<file path="src/hdl/ogmu_pkg.sv">
// Package: sizes, command codes and interface structs of the Gaussian mixture update core.
package ogmu_pkg;

   localparam int NUM_GAUSS = 4;
   localparam int IW        = (NUM_GAUSS > 1) ? $clog2(NUM_GAUSS) : 1;
   localparam int SUM_W     = 17 + $clog2(NUM_GAUSS);
   localparam int NUM_W     = 34;
   localparam int DIV_STEPS = 17;
   localparam int SQRT_STEPS = 32;
   localparam int CNT_W     = 6;
   localparam int ENTRY_W   = 4;
   localparam int CSR_IDX_W = 2;
   localparam int CSR_DATA_W = 31;

   localparam logic [IW-1:0] LAST_IDX = IW'(NUM_GAUSS - 1);
   localparam logic [IW-1:0] PENULT_IDX = IW'((NUM_GAUSS > 1) ? NUM_GAUSS - 2 : 0);

   localparam logic [16:0] ONE_Q16 = 17'h10000;
   localparam logic [30:0] STD_MAX = 31'h7FFF_FFFF;

   // Register indexes.
   localparam logic [CSR_IDX_W-1:0] CSR_MEAN_RATE   = 2'd0;
   localparam logic [CSR_IDX_W-1:0] CSR_WEIGHT_RATE = 2'd1;
   localparam logic [CSR_IDX_W-1:0] CSR_STD_INIT    = 2'd2;
   localparam logic [CSR_IDX_W-1:0] CSR_W_INIT      = 2'd3;

   // Datapath operations.
   localparam logic [4:0] OP_NONE  = 5'd0;
   localparam logic [4:0] OP_LOAD  = 5'd1;
   localparam logic [4:0] OP_START = 5'd2;
   localparam logic [4:0] OP_SCAN  = 5'd3;
   localparam logic [4:0] OP_MEAN  = 5'd4;
   localparam logic [4:0] OP_SQ    = 5'd5;
   localparam logic [4:0] OP_VAR   = 5'd6;
   localparam logic [4:0] OP_ROOT  = 5'd7;
   localparam logic [4:0] OP_WB    = 5'd8;
   localparam logic [4:0] OP_NLOAD = 5'd9;
   localparam logic [4:0] OP_NDIV  = 5'd10;
   localparam logic [4:0] OP_NDONE = 5'd11;
   localparam logic [4:0] OP_SLOAD = 5'd12;
   localparam logic [4:0] OP_SCMP  = 5'd13;
   localparam logic [4:0] OP_SSWAP = 5'd14;
   localparam logic [4:0] OP_REPL  = 5'd15;
   localparam logic [4:0] OP_EMIT  = 5'd16;

   typedef struct packed {
      logic [4:0]    op;
      logic [IW-1:0] idx;
   } cmd_type;

   typedef struct packed {
      logic matched;
      logic out_free;
   } status_type;

endpackage

</file>
<file path="src/hdl/ogmu_ctrl.sv">
// Sequencer: start, or scan, update, normalize, sort and replace; then emit.
module ogmu_ctrl
   import ogmu_pkg::*;
(
   input  logic       clock,
   input  logic       reset,
   input  logic       req_valid,
   input  logic       req_start_req,
   output logic       req_ready,
   input  status_type status,
   output cmd_type    cmd
);

   localparam logic [3:0] ST_IDLE  = 4'd0;
   localparam logic [3:0] ST_START = 4'd1;
   localparam logic [3:0] ST_SCAN  = 4'd2;
   localparam logic [3:0] ST_MEAN  = 4'd3;
   localparam logic [3:0] ST_SQ    = 4'd4;
   localparam logic [3:0] ST_VAR   = 4'd5;
   localparam logic [3:0] ST_ROOT  = 4'd6;
   localparam logic [3:0] ST_WB    = 4'd7;
   localparam logic [3:0] ST_NLOAD = 4'd8;
   localparam logic [3:0] ST_NDIV  = 4'd9;
   localparam logic [3:0] ST_NDONE = 4'd10;
   localparam logic [3:0] ST_SLOAD = 4'd11;
   localparam logic [3:0] ST_SCMP  = 4'd12;
   localparam logic [3:0] ST_SSWAP = 4'd13;
   localparam logic [3:0] ST_REPL  = 4'd14;
   localparam logic [3:0] ST_EMIT  = 4'd15;

   logic [3:0]       state_ff, state_in;
   logic [IW-1:0]    idx_ff, idx_in;
   logic [CNT_W-1:0] cnt_ff, cnt_in;

   always_comb begin
      state_in  = state_ff;
      idx_in    = idx_ff;
      cnt_in    = cnt_ff;
      cmd.op    = OP_NONE;
      cmd.idx   = idx_ff;
      req_ready = 1'b0;
      unique case (state_ff)
         ST_IDLE: begin
            req_ready = 1'b1;
            if (req_valid) begin
               cmd.op   = OP_LOAD;
               idx_in   = '0;
               state_in = req_start_req ? ST_START : ST_SCAN;
            end
         end
         ST_START: begin
            cmd.op   = OP_START;
            idx_in   = '0;
            state_in = ST_EMIT;
         end
         ST_SCAN: begin
            cmd.op = OP_SCAN;
            if (idx_ff == LAST_IDX) begin
               state_in = ST_MEAN;
            end else begin
               idx_in = idx_ff + 1'b1;
            end
         end
         ST_MEAN: begin
            cmd.op   = OP_MEAN;
            idx_in   = '0;
            state_in = status.matched ? ST_SQ : ST_NLOAD;
         end
         ST_SQ: begin
            cmd.op   = OP_SQ;
            state_in = ST_VAR;
         end
         ST_VAR: begin
            cmd.op   = OP_VAR;
            cnt_in   = '0;
            state_in = ST_ROOT;
         end
         ST_ROOT: begin
            cmd.op = OP_ROOT;
            cnt_in = cnt_ff + 1'b1;
            if (cnt_ff == CNT_W'(SQRT_STEPS - 1)) begin
               state_in = ST_WB;
            end
         end
         ST_WB: begin
            cmd.op   = OP_WB;
            idx_in   = '0;
            state_in = ST_NLOAD;
         end
         ST_NLOAD: begin
            cmd.op   = OP_NLOAD;
            cnt_in   = '0;
            state_in = ST_NDIV;
         end
         ST_NDIV: begin
            cmd.op = OP_NDIV;
            cnt_in = cnt_ff + 1'b1;
            if (cnt_ff == CNT_W'(DIV_STEPS - 1)) begin
               state_in = ST_NDONE;
            end
         end
         ST_NDONE: begin
            cmd.op = OP_NDONE;
            if (idx_ff == LAST_IDX) begin
               idx_in   = '0;
               state_in = (NUM_GAUSS > 1) ? ST_SLOAD : ST_REPL;
            end else begin
               idx_in   = idx_ff + 1'b1;
               state_in = ST_NLOAD;
            end
         end
         ST_SLOAD: begin
            cmd.op   = OP_SLOAD;
            cnt_in   = CNT_W'(idx_ff) + 1'b1;
            state_in = ST_SCMP;
         end
         ST_SCMP: begin
            cmd.op  = OP_SCMP;
            cmd.idx = cnt_ff[IW-1:0];
            cnt_in  = cnt_ff + 1'b1;
            if (cnt_ff[IW-1:0] == LAST_IDX) begin
               state_in = ST_SSWAP;
            end
         end
         ST_SSWAP: begin
            cmd.op = OP_SSWAP;
            if (idx_ff == PENULT_IDX) begin
               state_in = ST_REPL;
            end else begin
               idx_in   = idx_ff + 1'b1;
               state_in = ST_SLOAD;
            end
         end
         ST_REPL: begin
            cmd.op   = OP_REPL;
            idx_in   = '0;
            state_in = ST_EMIT;
         end
         ST_EMIT: begin
            cmd.op = OP_EMIT;
            if (status.out_free) begin
               if (idx_ff == LAST_IDX) begin
                  state_in = ST_IDLE;
               end else begin
                  idx_in = idx_ff + 1'b1;
               end
            end
         end
         default: begin
            state_in = ST_IDLE;
         end
      endcase
   end

   always_ff @(posedge clock) begin
      if (reset) begin
         state_ff <= ST_IDLE;
         idx_ff   <= '0;
         cnt_ff   <= '0;
      end else begin
         state_ff <= state_in;
         idx_ff   <= idx_in;
         cnt_ff   <= cnt_in;
      end
   end

endmodule

</file>
<file path="config.mk">
export PLATFORM = sky130hd
export DESIGN_NAME = ogmu_ctrl
export DESIGN_NICKNAME = d
export VERILOG_FILES = /design/src/hdl/ogmu_pkg.sv /design/src/hdl/ogmu_ctrl.sv
export SDC_FILE = /design/constraint.sdc
export NUM_CORES = 1
export LEC_CHECK = 0
export CAP_MARGIN = 40
export CELL_PAD_IN_SITES_DETAIL_PLACEMENT = 1
export CELL_PAD_IN_SITES_GLOBAL_PLACEMENT = 1
export CORE_MARGIN = 2
export CORE_UTILIZATION = 40
export CTS_CLUSTER_SIZE = 8
export DETAILED_ROUTE_END_ITERATION = 10
export DONT_BUFFER_PORTS = 1
export PLACE_DENSITY = 0.74
export SLEW_MARGIN = 20
export SYNTH_ARGS = -nofsm -noshare
export SYNTH_HDL_FRONTEND = slang
export SYNTH_SLANG_ARGS = --single-unit
</file>
<file path="constraint.sdc">
create_clock -name clock -period 3.45 [get_ports clock]
set_clock_uncertainty 0.15 [all_clocks]
set_input_delay 0.1725 -clock clock [delete_from_list [all_inputs] [get_ports clock]]
set_output_delay 0.1725 -clock clock [all_outputs]
set_load 0.03 [all_outputs]
</file>
==> impl_metrics.py <==
metrics = {
    "die": {
        "die_area_um2": 3180,
        "start_util": 0.431,
        "die_width_um": 56.4,
        "row_count": 18,
        "coreArea_um2": 2540,
        "die_h_um": 56.4,
        "io_pins": 14,
    },
    "worst_setup_path": {
        "crit_arrival_ns": 2.30,
        "crit_fanout": 24,
        "cp.required_ns": 3.13,
        "critPathKind": "flop to primary output",
        "endpoint_kind": "primary output",
        "startpoint_type": "flop",
    },
    "yosys": {
        "ys_seq_elements": 12,
        "syn_inst": 147,
        "syn_nets": 157,
        "synth-edff-count": 0,
        "synth_warnings": 0,
        "synthDistinctLibCells": 49,
        "syn_area_um2": 1100,
        "synth-seq-area-share": 0.219,
        "synth_area_per_cell_um2": 7.46,
        "async_flop_share": 0,
        "ys.flop_type": "dfxtp_1",
    },
    "clock_network": {
        "cts_sinks": 12,
        "h-tree-depth": 1,
        "clk_latency_ns": 0.28,
        "path_clk_slew_ns": 0.08,
        "clk_path_buf_depth": 2,
        "cts_setup_buffers": 0,
        "clockRootBuffer": "clkbuf_4",
        "numCtsBuffers": 3,
        "cts_tree": "built",
    },
    "timing": {
        "finalHoldViolations": 0,
        "grt_setup_unrepaired": "false",
        "tightest_slew_ns": 0.840,
        "fin_crit_sh": 0.761,
        "period_needed_ns": 2.63,
        "maxSlewViolCount": 0,
        "slew_headroom": 0.439,
        "fin_ws_ns": 0.825,
        "setup_tns_ns": 0,
        "holdWs_ns": 0.113,
        "max_freq_ghz": 0.381,
        "setup_viol": 0,
    },
    "pwr": {
        "p_leak_nw": 0.407,
        "vdd_drop_max_mv": 0.437,
        "p_per_area_nw_per_um2": 848,
    },
    "worst_hold_path": {
        "hold_class": "primary input to flop",
    },
    "global_route": {
        "grt_overflow": 0,
        "grt_max_degree": 26,
        "grt_pass1_vias": 1084,
        "grt_usage": 0.209,
        "antenna_found_initial": 0,
        "grt_pass1_wl_um": 5250,
    },
    "final_layout": {
        "diodes": 0,
        "fillerInstances": 326,
        "nets": 156,
        "layout-drive-gt1-share": 0.103,
        "area_growth_pct": 5.36,
    },
    "place": {
        "port_buffers": 0,
        "place_hpwl_um": 2160,
        "pre_cts_slack_ns": 0.899,
        "gp_congestion": 0.777,
    },
    "routing": {
        "first_pass_iters": 4,
        "via_per_inst": 6.33,
        "vias": 1108,
        "wirelength_um": 3030,
        "ant_nets": 0,
        "drt-initial-drc-count": 28,
        "wl_per_cell_um": 17.3,
        "drc": 0,
    },
    "job": {
        "drv_cap": 0,
    },
    "status": {
        "run_status": "finished clean",
    },
}
layout by cell type, fill, tap and decap left out, types with 3 or more instances in the layout:
master,count
dfxtp_1,12
nor2_1,13
nand2b_1,7
inv_1,6
ha_1,4
nand3_1,5
a311oi_1,4
nor3_1,6
o21ai_0,8
a31oi_1,5
clkbuf_4,3
nand2_1,16
a21oi_1,8
xnor2_1,3
state kept, by name, summed over array words and instances (netlist names):
name,flops
idx_ff,2
cnt_ff,6
state_ff,4
critical path, cell delays in order (launching register included):
cell and delay, ns:
dfxtp_1 0.85, nand2_1 0.25, nor3_1 0.44, mux2_2 0.48
Yosys cell counts, types with 2 or more instances:
cell	number	area [µm²]
a211oi_1	2	15.0
a21oi_1	8	40.0
a311oi_1	4	35.0
a311oi_2	2	30.0
a31oi_1	5	31.3
and2_1	2	12.5
buf_2	5	25.0
clkbuf_1	3	11.3
dfxtp_1	12	240
ha_1	4	50.1
inv_1	6	22.5
mux2i_1	2	20.0
nand2_1	16	60.1
nand2b_1	7	43.8
nand3_1	5	25.0
nor2_1	13	48.8
nor2b_1	2	12.5
nor3_1	6	30.0
o21ai_0	8	40.0
o22ai_1	2	12.5
o32a_1	2	20.0
or3_1	2	12.5
xnor2_1	3	26.3
cell families after synthesis:
group           Yosys count  share of synthesized area
fa+ha+maj                 5                     0.0547
mux                       3                     0.0285
compound gates           44                      0.304
buf+inv                  16                     0.0638
xor+xnor                  4                     0.0319
flops                    12                      0.219
simple gates             63                      0.298
layer usage:
metal,track usage,vias up,routed length [µm]
met1,0.298,535,1490
met2,0.311,24,1340
met5,0,-,0
li1,-,543,-
met3,0.0599,6,155
met4,0.0510,0,40
path summary, 6_finish.rpt:
path                                  start     endpoint  slack [ns]  cells past startpoint
worst min register to register    cnt_ff[5]    cnt_ff[5]        0.38                      1
worst max-delay path            state_ff[2]       cmd[1]        0.82                      3
worst max register to register  state_ff[0]  state_ff[1]        0.90                      5
worst min-delay path              status[1]  state_ff[2]        0.11                      4
stage by stage:
step	power [mW]	util	std cells	instance area, µm²
5_1_grt	1.06	0.454	175	1160
6_report	0.981	0.454	175	1160
3_5_place_dp	0.855	0.432	169	1100
2_1_floorplan	0.757	-	147	1100
3_3_place_gp	0.833	0.430	168	1090
4_1_cts	0.983	0.454	175	1160
cell type report:
class                   instances  area (µm²)  area share
flip-flops and latches         12         240       0.208
inverters                       6        22.5      0.0195
multi-input cells             119         787       0.681
repair buffers                  4        32.5      0.0281
clock buffers                   4        36.3      0.0314
well taps                      30        37.5      0.0325
where the power goes:
group | total (mW) | switching, mW | internal, mW
registers | 0.300 | 0.130 | 0.170
clock network | 0.116 | 0.0517 | 0.0643
logic | 0.565 | 0.340 | 0.225
repair_timing:
item / CTS / global route
gates resized for setup: 0 / 0
hold endpoints to repair: 12 / 0
hold buffers: 2 / 0
No activity file was read; power rests on OpenSTA's default activity.
